--- config.mk ---
export PLATFORM = sky130hd
export DESIGN_NAME = sorted_unique_set_insert
export DESIGN_NICKNAME = d
export VERILOG_FILES = /design/src/hw/rtl/sus_pkg.sv /design/src/hw/rtl/sus_front.sv /design/src/hw/rtl/sus_fifo.sv /design/src/hw/rtl/sus_back.sv /design/src/hw/rtl/sorted_unique_set_insert.sv
export SDC_FILE = /design/constraint.sdc
export NUM_CORES = 2
export LEC_CHECK = 0
export ABC_AREA = 0
export BUFFER_PORTS_ARGS = -buffer_cell sky130_fd_sc_hd__buf_2
export CAP_MARGIN = 0
export CORE_MARGIN = 4
export CORE_UTILIZATION = 50
export DETAILED_ROUTE_END_ITERATION = 10
export HOLD_SLACK_MARGIN = 0.1
export PLACE_DENSITY = 0.69
export SLEW_MARGIN = 25
export SYNTH_ARGS = -nofsm -noshare
export SYNTH_HDL_FRONTEND = slang
export SYNTH_SLANG_ARGS = --single-unit
export TNS_END_PERCENT = 20
--- constraint.sdc ---
create_clock -name clk -period 13.55 [get_ports clk]
set_input_delay 2.0325 -clock clk [delete_from_list [all_inputs] [get_ports clk]]
set_output_delay 2.0325 -clock clk [all_outputs]
set_load 0.02 [all_outputs]
--- src/hw/rtl/sus_pkg.sv ---
// shared types, codes and compare functions for the sorted unique set
// no dependencies; imported by every module of the block
package sus_pkg;

    localparam int VALUE_W     = 32;
    localparam int INDEX_W     = 6;
    localparam int ACTION_W    = 2;
    localparam int COUNT_OUT_W = 7;
    localparam int POS_OUT_W   = 6;
    localparam int STATUS_W    = 3;

    localparam logic [ACTION_W-1:0] ACT_CLEAR  = 2'd0;
    localparam logic [ACTION_W-1:0] ACT_INSERT = 2'd1;
    localparam logic [ACTION_W-1:0] ACT_READ   = 2'd2;
    localparam logic [ACTION_W-1:0] ACT_NOP    = 2'd3;

    // what the back end has to do with a queued item
    typedef enum logic [2:0] {
        OP_CLEAR,
        OP_INSERT,
        OP_READ,
        OP_NOP,
        OP_NAN
    } op_t;

    typedef enum logic [STATUS_W-1:0] {
        ST_INSERTED  = 3'd0,
        ST_DUPLICATE = 3'd1,
        ST_FULL      = 3'd2,
        ST_CLEARED   = 3'd3,
        ST_READ_OK   = 3'd4,
        ST_RANGE     = 3'd5,
        ST_NAN       = 3'd6
    } status_t;

    typedef enum logic [2:0] {
        BK_IDLE,
        BK_SCAN,
        BK_SHIFT,
        BK_PUT,
        BK_READ,
        BK_RESULT
    } back_state_t;

    typedef struct packed {
        op_t                op;
        logic [VALUE_W-1:0] value;
        logic [VALUE_W-1:0] key;
        logic [INDEX_W-1:0] index;
    } cmd_t;

    // unsigned key that follows value order; both float zeros share a key
    function automatic logic [VALUE_W-1:0] order_key(input logic [VALUE_W-1:0] v,
                                                      input logic is_float);
        logic [VALUE_W-1:0] t;
        t = (is_float && v == 32'h8000_0000) ? '0 : v;
        if (is_float && t[VALUE_W-1])
            return ~t;
        return t ^ 32'h8000_0000;
    endfunction

    function automatic logic is_nan_bits(input logic [VALUE_W-1:0] v);
        return (v[30:23] == 8'hFF) && (v[22:0] != '0);
    endfunction

endpackage

--- src/hw/rtl/sus_front.sv ---
// front end: takes input transactions and classifies them into queue commands
// depends on sus_pkg
module sus_front (
    input  logic                           s_tvalid,
    output logic                           s_tready,
    input  logic [sus_pkg::ACTION_W-1:0]   s_tuser,   // action
    input  logic [39:0]                    s_tdata,   // value[31:0], index[37:32]
    input  logic                           element_is_float,
    input  logic                           q_full,
    output logic                           q_push,
    output sus_pkg::cmd_t                  q_cmd
);
    import sus_pkg::*;

    logic [VALUE_W-1:0] value;
    logic [INDEX_W-1:0] index;
    op_t                op;

    assign value = s_tdata[VALUE_W-1:0];
    assign index = s_tdata[VALUE_W+INDEX_W-1:VALUE_W];

    always_comb
    begin
        unique case (s_tuser)
            ACT_CLEAR:  op = OP_CLEAR;
            ACT_INSERT: op = (element_is_float && is_nan_bits(value)) ? OP_NAN : OP_INSERT;
            ACT_READ:   op = OP_READ;
            default:    op = OP_NOP;
        endcase
    end

    assign s_tready    = !q_full;
    assign q_push      = s_tvalid && !q_full;
    assign q_cmd.op    = op;
    assign q_cmd.value = value;
    assign q_cmd.key   = order_key(value, element_is_float);
    assign q_cmd.index = index;

endmodule

--- src/hw/rtl/sus_fifo.sv ---
// two-entry command queue between front end and back end
// depends on sus_pkg
module sus_fifo (
    input  logic          clk,
    input  logic          rst_n,
    input  logic          push,
    input  sus_pkg::cmd_t din,
    output logic          full,
    input  logic          pop,
    output sus_pkg::cmd_t dout,
    output logic          not_empty
);
    import sus_pkg::*;

    cmd_t       entry_reg [2];
    logic       wr_ptr_reg;
    logic       wr_ptr_next;
    logic       rd_ptr_reg;
    logic       rd_ptr_next;
    logic [1:0] fill_reg;
    logic [1:0] fill_next;

    assign full      = (fill_reg == 2'd2);
    assign not_empty = (fill_reg != 2'd0);
    assign dout      = entry_reg[rd_ptr_reg];

    always_comb
    begin
        wr_ptr_next = push ? !wr_ptr_reg : wr_ptr_reg;
        rd_ptr_next = pop ? !rd_ptr_reg : rd_ptr_reg;
        fill_next   = fill_reg + {1'b0, push} - {1'b0, pop};
    end

    always_ff @(posedge clk or negedge rst_n)
    begin
        if (!rst_n)
        begin
            wr_ptr_reg <= 1'b0;
            rd_ptr_reg <= 1'b0;
            fill_reg   <= 2'd0;
        end
        else
        begin
            wr_ptr_reg <= wr_ptr_next;
            rd_ptr_reg <= rd_ptr_next;
            fill_reg   <= fill_next;
        end
    end

    always_ff @(posedge clk)
    begin
        if (push)
            entry_reg[wr_ptr_reg] <= din;
    end

endmodule

--- src/hw/rtl/sus_back.sv ---
// back end: element memory, scan/shift sequencer and output register
// depends on sus_pkg
module sus_back #(
    parameter int CAPACITY = 64
) (
    input  logic                          clk,
    input  logic                          rst_n,
    input  logic                          element_is_float,
    input  logic                          cmd_valid,
    input  sus_pkg::cmd_t                 cmd,
    output logic                          cmd_pop,
    output logic                          m_tvalid,
    input  logic                          m_tready,
    output logic [sus_pkg::STATUS_W-1:0]  m_tuser,   // status
    output logic [47:0]                   m_tdata    // element_count[6:0], element[38:7],
                                                     // position[44:39]
);
    import sus_pkg::*;

    localparam int CW = $clog2(CAPACITY + 1);
    localparam int AW = $clog2(CAPACITY);
    localparam int XW = (CW > INDEX_W) ? CW : INDEX_W;
    localparam int OW = (CW > COUNT_OUT_W) ? CW : COUNT_OUT_W;
    localparam int PW = (CW > POS_OUT_W) ? CW : POS_OUT_W;

    logic [VALUE_W-1:0] mem [CAPACITY];
    logic [VALUE_W-1:0] rdata_reg;
    logic [AW-1:0]      rd_addr;
    logic               wr_en;
    logic [AW-1:0]      wr_addr;
    logic [VALUE_W-1:0] wr_data;

    back_state_t        state_reg, state_next;
    logic [CW-1:0]      count_reg, count_next;
    cmd_t               cur_reg, cur_next;
    logic [CW-1:0]      scan_reg, scan_next;
    logic               have_reg, have_next;
    logic               prev_valid_reg, prev_valid_next;
    logic [VALUE_W-1:0] prev_key_reg, prev_key_next;
    logic [CW-1:0]      pos_reg, pos_next;
    logic [CW-1:0]      sh_rd_reg, sh_rd_next;
    logic [CW-1:0]      left_reg, left_next;
    logic               wr_pending_reg, wr_pending_next;
    logic [AW-1:0]      wr_addr_reg, wr_addr_next;
    status_t            res_status_reg, res_status_next;
    logic [VALUE_W-1:0] res_elem_reg, res_elem_next;
    logic [CW-1:0]      res_pos_reg, res_pos_next;

    logic                   m_tvalid_reg, m_tvalid_next;
    status_t                m_status_reg, m_status_next;
    logic [COUNT_OUT_W-1:0] m_count_reg, m_count_next;
    logic [VALUE_W-1:0]     m_elem_reg, m_elem_next;
    logic [POS_OUT_W-1:0]   m_pos_reg, m_pos_next;

    logic [VALUE_W-1:0] elem_key;
    logic               hit;
    logic               scan_done;
    logic [CW-1:0]      found_pos;
    logic               dup;
    logic               full;
    logic [XW-1:0]      idx_x;
    logic               idx_ok;
    logic               res_free;
    logic [CW-1:0]      sh_wr;
    logic [OW-1:0]      cnt_x;
    logic [PW-1:0]      pos_x;

    // scan compares the element read in the previous cycle
    assign elem_key  = order_key(rdata_reg, element_is_float);
    assign hit       = have_reg && (cur_reg.key < elem_key);
    assign scan_done = hit || (scan_reg == count_reg);
    assign found_pos = hit ? scan_reg - CW'(1) : count_reg;
    always_comb
    begin
        if (!hit && have_reg)
            dup = (elem_key == cur_reg.key);
        else
            dup = prev_valid_reg && (prev_key_reg == cur_reg.key);
    end
    assign full     = (count_reg == CW'(CAPACITY));
    assign idx_x    = XW'(cmd.index);
    assign idx_ok   = idx_x < XW'(count_reg);
    assign res_free = !m_tvalid_reg || m_tready;
    assign sh_wr    = sh_rd_reg + CW'(1);
    assign cnt_x    = OW'(count_reg);
    assign pos_x    = PW'(res_pos_reg);
    assign cmd_pop  = (state_reg == BK_IDLE) && cmd_valid;

    // next state
    always_comb
    begin
        state_next = state_reg;
        unique case (state_reg)
            BK_IDLE:
            begin
                if (cmd_valid)
                begin
                    unique case (cmd.op)
                        OP_INSERT: state_next = BK_SCAN;
                        OP_READ:   state_next = idx_ok ? BK_READ : BK_RESULT;
                        default:   state_next = BK_RESULT;
                    endcase
                end
            end
            BK_SCAN:
            begin
                if (scan_done)
                begin
                    priority if (dup || full)
                        state_next = BK_RESULT;
                    else if (count_reg > found_pos)
                        state_next = BK_SHIFT;
                    else
                        state_next = BK_PUT;
                end
            end
            BK_SHIFT:  state_next = (left_reg == '0) ? BK_PUT : BK_SHIFT;
            BK_PUT:    state_next = BK_RESULT;
            BK_READ:   state_next = BK_RESULT;
            BK_RESULT: state_next = res_free ? BK_IDLE : BK_RESULT;
            default:   state_next = BK_IDLE;
        endcase
    end

    // datapath and memory control
    always_comb
    begin
        count_next      = count_reg;
        cur_next        = cur_reg;
        scan_next       = scan_reg;
        have_next       = have_reg;
        prev_valid_next = prev_valid_reg;
        prev_key_next   = prev_key_reg;
        pos_next        = pos_reg;
        sh_rd_next      = sh_rd_reg;
        left_next       = left_reg;
        wr_pending_next = wr_pending_reg;
        wr_addr_next    = wr_addr_reg;
        res_status_next = res_status_reg;
        res_elem_next   = res_elem_reg;
        res_pos_next    = res_pos_reg;
        m_tvalid_next   = m_tvalid_reg && !m_tready;
        m_status_next   = m_status_reg;
        m_count_next    = m_count_reg;
        m_elem_next     = m_elem_reg;
        m_pos_next      = m_pos_reg;
        rd_addr         = idx_x[AW-1:0];
        wr_en           = 1'b0;
        wr_addr         = pos_reg[AW-1:0];
        wr_data         = cur_reg.value;

        unique case (state_reg)
            BK_IDLE:
            begin
                if (cmd_valid)
                begin
                    cur_next        = cmd;
                    scan_next       = '0;
                    have_next       = 1'b0;
                    prev_valid_next = 1'b0;
                    res_elem_next   = '0;
                    res_pos_next    = '0;
                    unique case (cmd.op)
                        OP_CLEAR:
                        begin
                            count_next      = '0;
                            res_status_next = ST_CLEARED;
                        end
                        OP_NAN:    res_status_next = ST_NAN;
                        OP_READ:   res_status_next = idx_ok ? ST_READ_OK : ST_RANGE;
                        OP_INSERT: res_status_next = ST_INSERTED;
                        default:   res_status_next = ST_RANGE;
                    endcase
                end
            end
            BK_SCAN:
            begin
                rd_addr = scan_reg[AW-1:0];
                if (have_reg && !hit)
                begin
                    prev_key_next   = elem_key;
                    prev_valid_next = 1'b1;
                end
                if (scan_done)
                begin
                    pos_next        = found_pos;
                    sh_rd_next      = count_reg - CW'(1);
                    left_next       = count_reg - found_pos;
                    wr_pending_next = 1'b0;
                    priority if (dup)
                    begin
                        res_status_next = ST_DUPLICATE;
                        res_pos_next    = found_pos - CW'(1);
                    end
                    else if (full)
                        res_status_next = ST_FULL;
                    else
                        res_status_next = ST_INSERTED;
                end
                else
                begin
                    scan_next = scan_reg + CW'(1);
                    have_next = 1'b1;
                end
            end
            BK_SHIFT:
            begin
                // move one element up per cycle, top first
                rd_addr = sh_rd_reg[AW-1:0];
                wr_en   = wr_pending_reg;
                wr_addr = wr_addr_reg;
                wr_data = rdata_reg;
                if (left_reg != '0)
                begin
                    sh_rd_next      = sh_rd_reg - CW'(1);
                    left_next       = left_reg - CW'(1);
                    wr_addr_next    = sh_wr[AW-1:0];
                    wr_pending_next = 1'b1;
                end
                else
                    wr_pending_next = 1'b0;
            end
            BK_PUT:
            begin
                wr_en        = 1'b1;
                count_next   = count_reg + CW'(1);
                res_pos_next = pos_reg;
            end
            BK_READ:
            begin
                res_elem_next = rdata_reg;
            end
            BK_RESULT:
            begin
                if (res_free)
                begin
                    m_tvalid_next = 1'b1;
                    m_status_next = res_status_reg;
                    m_count_next  = cnt_x[COUNT_OUT_W-1:0];
                    m_elem_next   = res_elem_reg;
                    m_pos_next    = pos_x[POS_OUT_W-1:0];
                end
            end
            default: ;
        endcase
    end

    always_ff @(posedge clk or negedge rst_n)
    begin
        if (!rst_n)
        begin
            state_reg    <= BK_IDLE;
            count_reg    <= '0;
            m_tvalid_reg <= 1'b0;
        end
        else
        begin
            state_reg    <= state_next;
            count_reg    <= count_next;
            m_tvalid_reg <= m_tvalid_next;
        end
    end

    always_ff @(posedge clk)
    begin
        cur_reg        <= cur_next;
        scan_reg       <= scan_next;
        have_reg       <= have_next;
        prev_valid_reg <= prev_valid_next;
        prev_key_reg   <= prev_key_next;
        pos_reg        <= pos_next;
        sh_rd_reg      <= sh_rd_next;
        left_reg       <= left_next;
        wr_pending_reg <= wr_pending_next;
        wr_addr_reg    <= wr_addr_next;
        res_status_reg <= res_status_next;
        res_elem_reg   <= res_elem_next;
        res_pos_reg    <= res_pos_next;
        m_status_reg   <= m_status_next;
        m_count_reg    <= m_count_next;
        m_elem_reg     <= m_elem_next;
        m_pos_reg      <= m_pos_next;
    end

    // element memory: one write and one registered read per cycle
    always_ff @(posedge clk)
    begin
        if (wr_en)
            mem[wr_addr] <= wr_data;
        rdata_reg <= mem[rd_addr];
    end

    assign m_tvalid = m_tvalid_reg;
    assign m_tuser  = m_status_reg;
    assign m_tdata  = {3'b000, m_pos_reg, m_elem_reg, m_count_reg};

endmodule

--- src/hw/rtl/sorted_unique_set_insert.sv ---
// Sorted unique set of 32-bit values. Top level: mode register, front end,
// command queue and back end. Depends on sus_pkg, sus_front, sus_fifo, sus_back.
//
// Input channel s_*: s_tuser carries the action (clear, insert, read),
// s_tdata the value and the read index. Every input transaction yields
// exactly one output transaction on m_*: m_tuser is the status, m_tdata the
// element count, the element read and the position.
// cfg_wen/cfg_wdata write the compare mode (0 signed integer, 1 single float);
// write it only while the block is idle.
// An insert walks the element memory one entry per cycle: a scan up to the
// insert position, then, unless the value is a duplicate or the set is full,
// a shift of the elements above it and the write of the new value.
// The single read and single write port of the element memory set this.
// Items are processed one at a time; a two-entry queue lets the input side
// keep accepting while one item is in the back end.
// Reset empties the set and selects integer compare; the memory needs no
// clearing pass. If the receiver stalls, the finished result waits in the
// output register and the back end holds its next result until it is taken.
module sorted_unique_set_insert #(
    parameter int CAPACITY = 64
) (
    input  logic        clk,
    input  logic        rst_n,
    input  logic        s_tvalid,
    output logic        s_tready,
    input  logic [1:0]  s_tuser,    // action
    input  logic [39:0] s_tdata,    // value[31:0], index[37:32]
    output logic        m_tvalid,
    input  logic        m_tready,
    output logic [2:0]  m_tuser,    // status
    output logic [47:0] m_tdata,    // element_count[6:0], element[38:7], position[44:39]
    input  logic        cfg_wen,
    input  logic        cfg_wdata   // element_is_float
);
    import sus_pkg::*;

    logic element_is_float_reg;
    logic element_is_float_next;
    logic q_full;
    logic q_push;
    cmd_t q_in;
    logic q_pop;
    cmd_t q_out;
    logic q_not_empty;

    assign element_is_float_next = cfg_wen ? cfg_wdata : element_is_float_reg;

    always_ff @(posedge clk or negedge rst_n)
    begin
        if (!rst_n)
            element_is_float_reg <= 1'b0;
        else
            element_is_float_reg <= element_is_float_next;
    end

    sus_front u_front (
        .s_tvalid         (s_tvalid),
        .s_tready         (s_tready),
        .s_tuser          (s_tuser),
        .s_tdata          (s_tdata),
        .element_is_float (element_is_float_reg),
        .q_full           (q_full),
        .q_push           (q_push),
        .q_cmd            (q_in)
    );

    sus_fifo u_fifo (
        .clk       (clk),
        .rst_n     (rst_n),
        .push      (q_push),
        .din       (q_in),
        .full      (q_full),
        .pop       (q_pop),
        .dout      (q_out),
        .not_empty (q_not_empty)
    );

    sus_back #(
        .CAPACITY (CAPACITY)
    ) u_back (
        .clk              (clk),
        .rst_n            (rst_n),
        .element_is_float (element_is_float_reg),
        .cmd_valid        (q_not_empty),
        .cmd              (q_out),
        .cmd_pop          (q_pop),
        .m_tvalid         (m_tvalid),
        .m_tready         (m_tready),
        .m_tuser          (m_tuser),
        .m_tdata          (m_tdata)
    );

endmodule

==> key figures <==
Clock network
  • Clock Path Buffers: 3
  • Hold buffers post-CTS: 0
  • Cts bufs inserted: about 230
  • CTS H-tree depth: 4
  • Buffers inserted by post-CTS timing repair: 0
  • CTS root buffer: clkbuf_16
  • CTS tree: yes
  • Clock Latency Late Sink: 0.88 ns
  • Clock-pin slew on the worst setup and hold paths: about 0.06 ns
  • Number of gates resized after cts: 0
  • Sink Count: 2462

GRT
  • GR Util met1: 34.36%
  • Total global routing overflow: 0
  • M3 GR Usage: 5.646%
  • Vias in the first global route: roughly 58000
  • GR Util met2: 40.39%
  • Gr usage total: approximately 26%
  • First-pass GRT wire length: 384900 um
  • Initial antenna violation count: 20
  • Pin count of the biggest net entering global routing: 193
  • Most Crowded Layer GR: met2

Synthesis
  • Top_reg_cell synth: edfxtp_1
  • Adder-cell share of the synthesized area: 0.7119%
  • Compound-Gate Fraction of Synth Area: 6.768%
  • Synth Area in Simple Gates: between 10% and 20%
  • Warnings, synthesis: 0
  • Largest family of logic cells by synthesized area: simple AND/OR/NAND/NOR gates
  • Register area share after synthesis: 75.25%
  • Netlist cell types: 75
  • Synth Area in XOR/XNOR: less than 1%
  • Synth Register Bits: 2462
  • Post-synth EDFFs: 2414
  • Mux share of post-synthesis cell area: 1.462%
  • Mean Syn Cell Area: approximately 13 um2
  • Post-synthesis cell count: 7263
  • Mapped cell area: 97720 um2
  • Ys async rst share: less than 1%

Min path
  • HP Class: flip-flop to flip-flop

Placement
  • Port bufs: 95
  • Dpl cells: 9631
  • GPL Wtd Cong: 0.8737
  • Pre-CTS WS: 6.746 ns
  • Placement Cell Area: between 100000 and 150000 um2
  • DP HPWL: ~140000 um

Timing
  • Setup TNS: 0 ns
  • Slew margin rel.: 20.63%
  • Least-Margin Pin Slew: 1.181 ns
  • RSZ-0062 raised after global routing: false
  • Final hold vios: 0
  • Post-Route Skew: 0.03840 ns
  • Final Cycle Share: 49.25%
  • Setup violations, final: 0
  • Post-route setup slack: ~6.9 ns
  • Slew Viols, Final: 0
  • Period minus WS final: 6.673 ns
  • FMAX: 149.9 MHz

Power and ir drop
  • Logic gate share of total power: a little over two fifths
  • Int Pwr: 16.43 mW
  • Clk pwr share: 22.4%
  • Switch share: 42.22%
  • Psw: approximately 12 mW
  • Cell Pwr Density: 260.9 nW/um2
  • Leak: about 37 nW
  • Sequential power share: 35.1%
  • VDD IR max: 0.3212 mV

Layout
  • Final Util: 56.03%
  • Area Growth Syn to Fin: 11.57%
  • Number of non-filler instances in the completed layout: 10075
  • Layout cells sized above 1: between 10% and 20%
  • Largest register FFs: 2048
  • Post-route cell area: about 110000 um2
  • Nets: 7427

Floorplanning
  • DIE AREA: 202600 um2
  • IO Count: 101
  • Rows: 162
  • Initial core utilization: 50.22%
  • Die height: 450.1 um
  • Die X: around 450 um
  • Core ar.: roughly 190000 um2

Critical path
  • Critical Path End Type: flip-flop
  • CP Max Fanout: 31
  • Worst Path Arrival: 7.26 ns
  • CP startpoint kind: flip-flop
  • Crit Path Category: flip-flop to flip-flop
  • CP Data Required Time: 14.14 ns

Route
  • Via/cell ratio: 6.088
  • DRT iter0 DRCs: a little over 8000
  • Final WL: 266700 um
  • DRC Markers: 0
  • First-pass iteration count of the detailed router: 6
  • Routed len/inst: 26.47 um
  • Vias: 61337
  • Post-route antenna net violation count: 0

Job
  • Number of max-cap violations: 0

Status
  • Outcome: finished, final reports clean
-- cells by family after synthesis --
| family | count (synthesis) |
|---|---|
| AND/OR/NAND/NOR | 2941 |
| flip-flops | 2462 |
| AO/OA/AOI/OAI | 1080 |
| buffers and inverters | 503 |
| multiplexers | 134 |
| XOR/XNOR | 87 |
| adder cells (fa/ha/maj) | 55 |
| other | 1 |
-- area by class of cell --
class | instances | area, um2
multi-input combinational | 4300 | 22720
antenna | 17 | 42.54
fill | 15011 | 85560
clock buffer | 293 | 6167
timing repair buffer | 263 | 1849
tap | 2542 | 3181
clock inverter | 134 | 1292
sequential | 2462 | 73530
inverter | 64 | 240.2
-- worst paths after layout --
kind                                         start               endpoint  slack (ns)  depth (start not counted)
max                           u_back.rdata_reg[31]     u_back.left_reg[6]        6.88                         24
min                        u_back.res_elem_reg[25]  u_back.m_elem_reg[25]        0.42                          0
max reg2reg                   u_back.rdata_reg[31]     u_back.left_reg[6]        6.88                         24
min reg2reg                u_back.res_elem_reg[25]  u_back.m_elem_reg[25]        0.42                          0
max in group asynchronous                    rst_n      u_fifo.rd_ptr_reg       12.13                          1
min in group asynchronous                    rst_n        u_back.cnt_x[5]        1.08                          1
-- critical path, stage by stage, from the launching register on --
cell and delay (ns):
dfxtp_1 0.51, nand2_1 0.68, o41a_1 0.69, nand2_1 0.10, buf_4 0.36, o21ai_0 0.21
inv_1 0.09, ha_1 0.26, a21oi_1 0.15, a311oi_1 0.10, a211oi_1 0.40, a31oi_1 0.16
buf_4 0.19, nor2_2 0.58, mux2i_1 0.40, inv_1 0.14, ha_1 0.23, fa_1 0.42
inv_1 0.07, a21o_1 0.11, a21oi_1 0.09, o21bai_1 0.15, a21oi_1 0.10, xor2_1 0.12
o21ai_0 0.08
-- stage by stage --
stage | power [mW] | hold WS (ns)
4_1_cts | 28.28 | 0.4169
2_1_floorplan | 17.47 | 0.4003
3_5_place_dp | 21.94 | 0.4045
3_3_place_gp | 21.73 | 0.4024
5_1_grt | 29.69 | 0.4320
6_report | 28.44 | 0.4198
-- synth_stat cells (9+ instances only) --
| master | count | area share [%] |
|---|---|---|
| a311oi_1 | 19 | 0.17 |
| xnor2_1 | 56 | 0.50 |
| and3_1 | 93 | 0.60 |
| inv_1 | 63 | 0.24 |
| nand3_1 | 333 | 1.7 |
| and2_1 | 37 | 0.24 |
| o221ai_1 | 9 | 0.081 |
| a221oi_1 | 9 | 0.081 |
| a211oi_1 | 24 | 0.18 |
| clkbuf_1 | 233 | 0.89 |
| nand4_1 | 119 | 0.76 |
| o22ai_1 | 15 | 0.096 |
| mux2_2 | 70 | 0.81 |
| dfrtp_1 | 16 | 0.41 |
| a32oi_1 | 11 | 0.099 |
| buf_2 | 143 | 0.73 |
| nand2b_1 | 20 | 0.13 |
| a22oi_1 | 122 | 0.94 |
| a31oi_1 | 317 | 2.0 |
| edfxtp_1 | 2414 | 74 |
| or4_1 | 43 | 0.33 |
| a22o_1 | 12 | 0.11 |
| nor2_1 | 111 | 0.43 |
| a32o_1 | 11 | 0.11 |
| mux2i_1 | 64 | 0.66 |
| ha_1 | 54 | 0.69 |
| dfxtp_1 | 32 | 0.66 |
| o21a_1 | 14 | 0.11 |
| buf_1 | 44 | 0.17 |
| o21ai_0 | 104 | 0.53 |
| nand2_1 | 2098 | 8.1 |
| xor2_1 | 31 | 0.28 |
| buf_4 | 15 | 0.12 |
| nor4_1 | 29 | 0.19 |
| nor3_1 | 21 | 0.11 |
| a21oi_1 | 385 | 2.0 |
-- placed cells by master (no fill, tap or decap), drive strengths merged, types with 21 or more instances in the layout --
cell type and instances:
o21ai 107, xnor2 56, nand3 333, nand4 119
xor2 31, a211oi 24, mux2 70, mux2i 64
nor4 29, clkinv 98, dfxtp 32, nand2 2099
and3 93, nor2 117, or4 43, buf 263
inv 74, bufinv 21, a31oi 317, and2 37
clkbuf 293, edfxtp 2414, a21oi 385, nor3 21
a22oi 122, ha 54
-- power by group through the flow --
| stage | clock network, mW | logic (mW) | registers [mW] |
|---|---|---|---|
| after floorplan | 0 | 7.47 | 10.0 |
| after global placement | 0 | 11.6 | 10.1 |
| after detailed placement | 0 | 11.8 | 10.1 |
| after CTS | 6.43 | 11.9 | 9.97 |
| after global routing | 6.76 | 12.9 | 10.0 |
| final | 6.37 | 12.1 | 9.98 |
-- routing by layer --
| layer | routed length [um] | up-vias |
|---|---|---|
| li1 | - | 26957 |
| met1 | 101200 | 30427 |
| met2 | 124500 | 3378 |
| met3 | 27930 | 573 |
| met4 | 13090 | 2 |
| met5 | 14 | - |
Note: power is estimated with default switching activity, not from simulation.
